## config.mk

```make
export PLATFORM = sky130hd
export DESIGN_NAME = extended_gcd
export DESIGN_NICKNAME = d
export VERILOG_FILES = /design/src/rtl/core/egcd_pkg.sv /design/src/rtl/core/egcd_datapath.sv /design/src/rtl/core/egcd_ctrl.sv /design/src/rtl/core/extended_gcd.sv
export SDC_FILE = /design/constraint.sdc
export NUM_CORES = 2
export LEC_CHECK = 0
export ABC_AREA = 1
export BUFFER_PORTS_ARGS = -buffer_cell sky130_fd_sc_hd__buf_2
export CORE_ASPECT_RATIO = 1.25
export CORE_UTILIZATION = 45
export DETAILED_ROUTE_END_ITERATION = 10
export PLACE_DENSITY = 0.72
export SYNTH_ARGS = -nofsm -noshare
export SYNTH_HDL_FRONTEND = slang
export SYNTH_SLANG_ARGS = --single-unit
```

## constraint.sdc

```tcl
create_clock -name i_clk -period 36.6 [get_ports i_clk]
set_clock_uncertainty 0.15 [all_clocks]
set_input_delay 5.49 -clock i_clk [delete_from_list [all_inputs] [get_ports i_clk]]
set_output_delay 5.49 -clock i_clk [all_outputs]
set_load 0.01 [all_outputs]
```

## src/rtl/core/egcd_pkg.sv

```systemverilog
package egcd_pkg;
    localparam int DEF_WIDTH = 64;
    localparam int DATA_W    = 63;
    localparam int COEF_W    = 64;

    // commands from controller to datapath
    typedef struct packed {
        logic load;
        logic div_start;
        logic div_step;
        logic mul_start;
        logic mul_step;
        logic update;
    } t_cmd;

    // status from datapath to controller
    typedef struct packed {
        logic cur_zero;
        logic div_last;
        logic mul_last;
    } t_stat;
endpackage

```

## src/rtl/core/egcd_datapath.sv

```systemverilog
module egcd_datapath
    import egcd_pkg::*;
#(
    parameter int WIDTH = DEF_WIDTH
) (
    input  logic                i_clk,
    input  t_cmd                i_cmd,
    input  logic [DATA_W-1:0]   i_a,
    input  logic [DATA_W-1:0]   i_b,
    output t_stat               o_stat,
    output logic [DATA_W-1:0]   o_divisor,
    output logic [COEF_W-1:0]   o_coef_x,
    output logic [COEF_W-1:0]   o_coef_y
);
    localparam int OW  = WIDTH - 1;
    localparam int CW  = $clog2(OW + 1);

    logic [OW-1:0]     r_prev_r, r_cur_r, r_quo, r_rem, r_mq;
    logic [COEF_W-1:0] r_prev_sa, r_cur_sa, r_prev_sb, r_cur_sb;
    logic [COEF_W-1:0] r_pa, r_pb;
    logic [CW-1:0]     r_cnt;
    logic [OW:0]       n_trial;
    logic [OW-1:0]     n_rem_sh;

    // restoring division: one quotient bit per step
    assign n_rem_sh = {r_rem[OW-2:0], r_quo[OW-1]};
    assign n_trial  = {r_rem, r_quo[OW-1]} - {1'b0, r_cur_r};

    always_ff @(posedge i_clk) begin
        if (i_cmd.load) begin
            r_prev_r  <= i_b[OW-1:0];
            r_cur_r   <= i_a[OW-1:0];
            r_prev_sb <= COEF_W'(1);
            r_cur_sb  <= '0;
            r_prev_sa <= '0;
            r_cur_sa  <= COEF_W'(1);
        end
        if (i_cmd.div_start) begin
            r_quo <= r_prev_r;
            r_rem <= '0;
            r_cnt <= '0;
        end
        if (i_cmd.div_step) begin
            r_cnt <= r_cnt + 1'b1;
            if (!n_trial[OW]) begin
                r_rem <= n_trial[OW-1:0];
                r_quo <= {r_quo[OW-2:0], 1'b1};
            end else begin
                r_rem <= n_rem_sh;
                r_quo <= {r_quo[OW-2:0], 1'b0};
            end
        end
        // shift-add multiply of quotient by both current coefficients
        if (i_cmd.mul_start) begin
            r_mq  <= r_quo;
            r_pa  <= '0;
            r_pb  <= '0;
            r_cnt <= '0;
        end
        if (i_cmd.mul_step) begin
            r_cnt <= r_cnt + 1'b1;
            r_mq  <= {r_mq[OW-2:0], 1'b0};
            r_pa  <= {r_pa[COEF_W-2:0], 1'b0} + (r_mq[OW-1] ? r_cur_sa : '0);
            r_pb  <= {r_pb[COEF_W-2:0], 1'b0} + (r_mq[OW-1] ? r_cur_sb : '0);
        end
        if (i_cmd.update) begin
            r_prev_r  <= r_cur_r;
            r_cur_r   <= r_rem;
            r_prev_sa <= r_cur_sa;
            r_cur_sa  <= r_prev_sa - r_pa;
            r_prev_sb <= r_cur_sb;
            r_cur_sb  <= r_prev_sb - r_pb;
        end
    end

    assign o_stat.cur_zero = (r_cur_r == '0);
    assign o_stat.div_last = (r_cnt == CW'(OW - 1));
    assign o_stat.mul_last = (r_cnt == CW'(OW - 1));
    assign o_divisor = DATA_W'(r_prev_r);
    assign o_coef_x  = r_prev_sa;
    assign o_coef_y  = r_prev_sb;
endmodule

```

## src/rtl/core/egcd_ctrl.sv

```systemverilog
module egcd_ctrl
    import egcd_pkg::*;
(
    input  logic  i_clk,
    input  logic  i_rst_n,
    input  logic  i_in_fire,
    input  logic  i_out_free,
    input  t_stat i_stat,
    output t_cmd  o_cmd,
    output logic  o_busy,
    output logic  o_done
);
    localparam logic [2:0] S_IDLE = 3'd0;
    localparam logic [2:0] S_TEST = 3'd1;
    localparam logic [2:0] S_DIV  = 3'd2;
    localparam logic [2:0] S_MUL  = 3'd3;
    localparam logic [2:0] S_UPD  = 3'd4;
    localparam logic [2:0] S_DONE = 3'd5;
    localparam logic [2:0] S_MST  = 3'd6;

    logic [2:0] r_state, n_state;

    // next state and command decode
    always_comb begin
        n_state = r_state;
        o_cmd   = '0;
        o_done  = 1'b0;
        case (r_state)
            S_IDLE: begin
                if (i_in_fire) begin
                    o_cmd.load = 1'b1;
                    n_state    = S_TEST;
                end
            end
            S_TEST: begin
                if (i_stat.cur_zero) begin
                    n_state = S_DONE;
                end else begin
                    o_cmd.div_start = 1'b1;
                    n_state         = S_DIV;
                end
            end
            S_DIV: begin
                o_cmd.div_step = 1'b1;
                if (i_stat.div_last) begin
                    n_state = S_MST;
                end
            end
            // quotient is complete here, load it into the multiplier
            S_MST: begin
                o_cmd.mul_start = 1'b1;
                n_state         = S_MUL;
            end
            S_MUL: begin
                o_cmd.mul_step = 1'b1;
                if (i_stat.mul_last) begin
                    n_state = S_UPD;
                end
            end
            S_UPD: begin
                o_cmd.update = 1'b1;
                n_state      = S_TEST;
            end
            S_DONE: begin
                if (i_out_free) begin
                    o_done  = 1'b1;
                    n_state = S_IDLE;
                end
            end
            default: n_state = S_IDLE;
        endcase
    end

    always_ff @(posedge i_clk) begin
        if (!i_rst_n) begin
            r_state <= S_IDLE;
        end else begin
            r_state <= n_state;
        end
    end

    assign o_busy = (r_state != S_IDLE);

    a_no_load_busy: assert property (@(posedge i_clk) disable iff (!i_rst_n)
        o_busy |-> !o_cmd.load) else $error("load while busy");
    a_one_unit: assert property (@(posedge i_clk) disable iff (!i_rst_n)
        !(o_cmd.mul_step && o_cmd.update)) else $error("mul and update overlap");
    a_done_idle: assert property (@(posedge i_clk) disable iff (!i_rst_n)
        o_done |=> r_state == S_IDLE) else $error("done did not return idle");
endmodule

```

## src/rtl/core/extended_gcd.sv

```systemverilog
// Extended Euclid unit: takes operand_a and operand_b (WIDTH-1 bits each) and
// returns the gcd with Bezout coefficients x, y so that a*x + b*y = gcd; a zero
// operand_a gives gcd = operand_b, x = 0, y = 1. One item is in work at a time.
// Each Euclid step runs through a test state, a bit-serial restoring divide,
// a multiply start state, a bit-serial multiply of the quotient into both
// coefficients and an update state. The result is copied into an output
// register once that register is free; a new item is taken as soon as the
// result has been copied, while it may still wait in that register.
module extended_gcd
    import egcd_pkg::*;
#(
    parameter int WIDTH = DEF_WIDTH
) (
    input  logic         i_clk,
    input  logic         i_rst_n,
    input  logic         s_axis_tvalid,
    output logic         s_axis_tready,
    input  logic [127:0] s_axis_tdata,  // operand_a [62:0], operand_b [125:63]
    output logic         m_axis_tvalid,
    input  logic         m_axis_tready,
    output logic [191:0] m_axis_tdata   // divisor [62:0], coef_x [126:63], coef_y [190:127]
);
    t_cmd              w_cmd;
    t_stat             w_stat;
    logic              w_busy, w_done, w_in_fire, w_out_free;
    logic [DATA_W-1:0] w_a, w_b, w_div;
    logic [COEF_W-1:0] w_cx, w_cy;
    logic              r_ovalid;
    logic [191:0]      r_odata;

    assign w_a        = s_axis_tdata[62:0] & DATA_W'((65'd1 << (WIDTH - 1)) - 1);
    assign w_b        = s_axis_tdata[125:63] & DATA_W'((65'd1 << (WIDTH - 1)) - 1);
    assign s_axis_tready = !w_busy;
    assign w_in_fire  = s_axis_tvalid && s_axis_tready;
    assign w_out_free = !r_ovalid || m_axis_tready;

    egcd_ctrl u_ctrl (
        .i_clk(i_clk), .i_rst_n(i_rst_n), .i_in_fire(w_in_fire),
        .i_out_free(w_out_free), .i_stat(w_stat), .o_cmd(w_cmd),
        .o_busy(w_busy), .o_done(w_done)
    );

    egcd_datapath #(.WIDTH(WIDTH)) u_dp (
        .i_clk(i_clk), .i_cmd(w_cmd), .i_a(w_a), .i_b(w_b), .o_stat(w_stat),
        .o_divisor(w_div), .o_coef_x(w_cx), .o_coef_y(w_cy)
    );

    // output register
    always_ff @(posedge i_clk) begin
        if (!i_rst_n) begin
            r_ovalid <= 1'b0;
        end else if (w_done) begin
            r_ovalid <= 1'b1;
        end else if (m_axis_tready) begin
            r_ovalid <= 1'b0;
        end
    end

    always_ff @(posedge i_clk) begin
        if (w_done) begin
            r_odata <= {1'b0, w_cy, w_cx, w_div};
        end
    end

    assign m_axis_tvalid = r_ovalid;
    assign m_axis_tdata  = r_odata;
endmodule
```

Yosys cells after proc, flatten, opt, wreduce, memory -nomap -nowiden --
Index checks and enable logic that the tools add are counted.
Word-level totals: output and inout port bits 194, logic and storage cells 91, input bits 132, register bits 900
Operators by class: reductions and logical operators 13, mux-type cells 45, $add $sub $neg 6, eq/ne operators 11
Operators with widths (count):
- $mux 64 | 11
- $mux 63 | 11
- $add 64x64->64 | 2
- $sub 64x64->64 | 2
- $sub 64x63->64 | 1
- $logic_not 63->1 | 1
- $mux 6 | 4
- $pmux 3 s7 | 1
- $mux 3 | 5
- $mux 1 | 13
- $eq 3x3->1 const B | 3
- $ne 2x1->1 const B | 4
- $reduce_bool 2->1 | 4
- $add 6x1->6 const B | 1
- $eq 3x2->1 const B | 2
- $eq 6x6->1 const B | 1
- $reduce_and 4->1 | 1
- $reduce_bool 4->1 | 1
- $eq 3x1->1 const B | 1
- $logic_not 3->1 | 1
- $reduce_bool 3->1 | 1
- $logic_not 1->1 | 2
- $logic_and 1x1->1 | 1
- $logic_or 1x1->1 | 1

Logic depth before layout (Yosys ltp) --
word-level depth 7, depth in mapped cells 21, gate-level depth less buffers 19

Cells and area by module --
A second synthesis with hierarchy kept.
Unflattened totals: cell total of the unflattened synthesis 8247, area total of the unflattened synthesis 60416.7 um^2
By module, submodules not included:
- egcd_datapath | times used 1, sequential area each 21160.3 um^2, area an instance 54294.6 um^2, cells an instance 7993
- extended_gcd | times used 1, sequential area each 5755.5 um^2, area an instance 5804.3 um^2, cells an instance 202
- egcd_ctrl | times used 1, sequential area each 60.1 um^2, area an instance 317.8 um^2, cells an instance 52

Worst setup path after synthesis --
Ideal clock, no wire load.
path kind input port to flip-flop, start point input s_axis_tvalid, end point register u_dp.r_prev_sa[0], in the netlist u_dp.o_coef_x[0], enable pin, cell stages on the path 2, buffers on the path 0, slack 11.338 ns, setup time 1.256 ns, required time 35.194 ns, data arrival time 23.855 ns, cells stage by stage inv_1 a21oi_1
Between the ends: longest elaborated chain between the ends 4
Ends and longest elaborated chain:
- start: declaration | line extended_gcd.sv:16 | input logic s_axis_tvalid,
- $logic_and 1x1->1 | line extended_gcd.sv:34 | assign w_in_fire = s_axis_tvalid && s_axis_tready;
- $mux 1 | line egcd_ctrl.sv:30 | if (i_in_fire) begin
- $mux 1 | line egcd_ctrl.sv:28 | case (r_state)
- $reduce_bool 2->1 (no line)
- end signal: assignment | line egcd_datapath.sv:69 | r_prev_sa <= r_cur_sa;
- end: declaration | line egcd_datapath.sv:19 | logic [COEF_W-1:0] r_prev_sa, r_cur_sa, r_prev_sb, r_cur_sb;
Every way passes these cells. A chain may end at the register's enable or synchronous reset.

Worst setup path in the final report --
start point input s_axis_tvalid, end point register u_dp.r_prev_sb[60], in the netlist u_dp.o_coef_y[60], enable pin
Between the ends: longest elaborated chain between the ends 4
Ends and longest elaborated chain:
- $logic_and 1x1->1 | line extended_gcd.sv:34
- $mux 1 | line egcd_ctrl.sv:30
- $mux 1 | line egcd_ctrl.sv:28
- $reduce_bool 2->1 (no line)
- end signal: assignment | line egcd_datapath.sv:71 | r_prev_sb <= r_cur_sb;
- end: declaration | line egcd_datapath.sv:19
Every way passes these cells.

==> flow_metrics.py <==
metrics = {
    "routing": {
        "avgViaCountPerCell": 5.321,
        "vias": 54514,
        "wirelength_um": 205400,
        "avgRoutedWirePerCell_um": 20.05,
        "postRouteAntennaNets": 0,
        "first_pass_iters": 9,
        "drc": 23,
        "drtIter0Drc": 5119,
    },
    "synth": {
        "yosys_warnings": 0,
        "synthCells": 8121,
        "synth_cell_type_count": 50,
        "synth_edf_count": 895,
        "synth_area_mm2": 0.06016,
        "synth_seq_area_share_pct": 44.84,
        "syn_area_per_cell_um2": 7.408,
        "synthFlopType": "edfxtp_1",
        "ys_ff_latch": 900,
        "synth-async-reset-ratio_pct": 0,
        "synth_nets": 8573,
    },
    "clock_tree": {
        "cts_buffer_depth": 3,
        "cts_tree": "yes",
        "cts_setup_buffers": 0,
        "cts_buffers": 94,
        "htree_num_levels": 3,
        "clkSinkCount": 900,
        "postCtsHoldBufs": 0,
        "postCtsResizedCells": 0,
        "clk_latency_ps": 750,
        "clk_transition_reported_paths_ps": 60,
        "cts_root_buf": "clkbuf_16",
    },
    "run_status": {
        "failed_checks": "DRC",
        "status": "complete, but fails checks",
    },
    "timing": {
        "slew_headroom_pct": 19.69,
        "worst_slew_pin_slew_ps": 1192,
        "hold_viol_final": 0,
        "grt_setup_unrepaired": "no",
        "period_needed_ps": 8906,
        "min_period_over_period_pct": 24.33,
        "setup_viol": 0,
        "fmax_mhz": 112.3,
        "drv_slew": 0,
        "setup_tns_ps": 0,
    },
    "pwr": {
        "ir_drop_mv": 0.05494,
        "p_total_mw": 5.093,
        "power_density_mw_per_mm2": 76.34,
        "p_leak_nw": 31.12,
    },
    "global_route": {
        "grt_util_met3_pct": 3.471,
        "antenna_found_initial": 8,
        "use_met1_pct": 39.58,
        "grt_util_met2_pct": 49.29,
        "grt_pass1_wl_um": 304400,
        "grt_pass1_vias": 52220,
        "grt_start_max_net_pins": 143,
        "busiest_layer": "met2",
        "overflow": 0,
        "track_usage_pct": 29.93,
    },
    "setup_path": {
        "critical_path_class": "in2reg",
        "crit_end": "u_dp.o_coef_y[60]$_SDFFCE_PN0P_",
        "cp_common_cell": "buf_4",
        "regToRegSetupSlack_ps": 31940,
        "crit_start": "s_axis_tvalid",
        "critPathCaptureType": "flop",
        "worst-path-stages": 7,
        "required_ps": 36790,
        "cp-start-kind": "primary input",
        "critPathSlowestCell": "buf_4",
        "path_buf_inv": 6,
        "cp_cell_sequence": "buf_2 > inv_1 > a21oi_4 > buf_4 > buf_4 > buf_4 > buf_4",
        "reg2reg_depth": 6,
        "crit_fanout": 70,
        "r2r-end": "u_dp.o_coef_y[60]$_SDFFCE_PN0P_",
        "max_stage_delay_ps": 880,
        "cp_top_family": "buffers and inverters",
        "cp_data_arrival_time_ps": 9090,
        "regToRegStartpoint": "u_ctrl.r_state[2]$_SDFFE_PN0P_",
    },
    "placement": {
        "placed_cell_area_mm2": 0.06357,
        "place_hpwl_um": 163500,
        "io_buffers": 322,
        "gp_congestion": 0.9971,
    },
    "layout": {
        "area_growth_pct": 10.88,
        "drive_gt1_share_pct": 6.678,
        "finalNetCount": 8882,
        "design_area_mm2": 0.06671,
    },
    "floorplan": {
        "core_mm2": 0.1324,
        "pin_count": 326,
        "die_y_um": 410.8,
        "dieArea_mm2": 0.1352,
        "die_w_um": 329.0,
        "fp-row-count": 149,
        "start_util_pct": 45.45,
    },
    "worst_hold_path": {
        "worstHoldStart": "u_dp.o_divisor[51]$_DFFE_PP_",
        "hp-class": "reg2reg",
    },
    "job": {
        "cap_violations": 0,
    },
}
[cells in the mapped netlist, types with 15 or more instances]
cell	instances	area share [%]
edfxtp_1	895	45
clkbuf_1	99	0.62
and2_1	15	0.16
a21oi_1	571	4.8
o21bai_1	38	0.47
nand3b_1	22	0.27
nor3_1	92	0.77
nor2_1	1177	7.3
o21a_1	19	0.24
nand2_2	22	0.23
a21boi_0	17	0.21
inv_1	1546	9.6
nor4_1	21	0.22
nand3_1	290	2.4
nand4_1	52	0.54
o21ai_0	558	4.6
a31oi_1	22	0.23
nand2_1	2163	13
xor2_1	27	0.39
ha_1	315	6.6
inv_2	15	0.094
o21ai_1	39	0.32
[metrics by stage]
stage	util [%]	setup slack [ps]	hold slack, ps	instances
after floorplan	-	11340	276.4	8121
after global placement	48.03	27000	283.1	10070
after detailed placement	48.03	26970	283.1	10070
after CTS	50.39	27720	299.8	10242
after global routing	50.40	27470	306.2	10245
final	50.40	27690	299.9	10245
[placed cells by master (no fill, tap or decap), types with 6 or more instances in the layout]
cell type and n:
nor2_4 6, a21boi_0 17, o21a_1 19, nand4_1 52, o21ai_0 558, nor2_1 1175, nand3_1 290, nand2_4 6
a21o_1 10, clkinv_2 18, nand2_1 2161, and2_1 15, clkinv_4 9, inv_1 1544, ha_1 315, inv_2 15
bufinv_16 11, buf_2 322, nand2_2 22, nor4_1 21, edfxtp_1 895, buf_4 26, a31oi_1 22, nand3b_1 22
clkbuf_16 94, o21bai_1 38, clkbuf_1 15, inv_6 7, nor3_1 92, a21oi_1 570, o21ai_1 39, clkinv_1 12
xor2_1 27
[layout make-up]
cell class                      count  area (µm²)
Timing Repair Buffer              349        1827
Tap cell                         1736        2172
Inverter                         1563        5877
Clock buffer                      109        2409
Sequential cell                   900       26980
Fill cell                       13119       65660
Clock inverter                     63       719.4
Antenna cell                        3       7.507
Multi-Input combinational cell   5522       26720
[layer usage]
layer	up-vias	share of wire [%]
met5	-	0
met4	0	4.5
met3	381	7.4
met2	2166	46
met1	25294	42
li1	26673	-
[cells by family after synthesis]
family,after synthesis,share of synthesized area [%]
adders and majority gates,320,6.718
and+or+nand+nor,3886,26.00
other,1,0.006233
buffers and inverters,1699,10.83
xor gates and xnor gates,32,0.4659
DFF,900,44.84
AOI/OAI and AO/OA,1283,11.14
[worst min path at each step]
| stage | cells after the start | to | slack, ps |
|---|---|---|---|
| 4_1_cts | 0 | m_axis_tdata[38]$_DFFE_PP_ | 300 |
| 6_report | 0 | m_axis_tdata[51]$_DFFE_PP_ | 300 |
| 5_1_grt | 0 | m_axis_tdata[1]$_DFFE_PP_ | 310 |
| 3_3_place_gp | 0 | m_axis_tdata[38]$_DFFE_PP_ | 280 |
| 3_5_place_dp | 0 | m_axis_tdata[31]$_DFFE_PP_ | 280 |
| 2_1_floorplan | 0 | m_axis_tdata[127]$_DFFE_PP_ | 280 |
[state kept, by name, summed over array words and instances (netlist names), 64 cells and up]
signal and flops:
m_axis_tdata 191, u_dp.o_coef_y 64, u_dp.r_pa 64, u_dp.r_cur_sb 64, u_dp.r_pb 64, u_dp.o_coef_x 64, u_dp.r_cur_sa 64
[power breakdown]
group	internal [mW]	leakage, nW	total, mW	switching, mW
Sequential	1.50	8.53	1.69	0.189
Combinational	0.665	21.1	2.40	1.73
Clock	0.556	1.53	1.01	0.452
Total	2.72	31.1	5.09	2.37
Power figures use the tool's default switching activity.
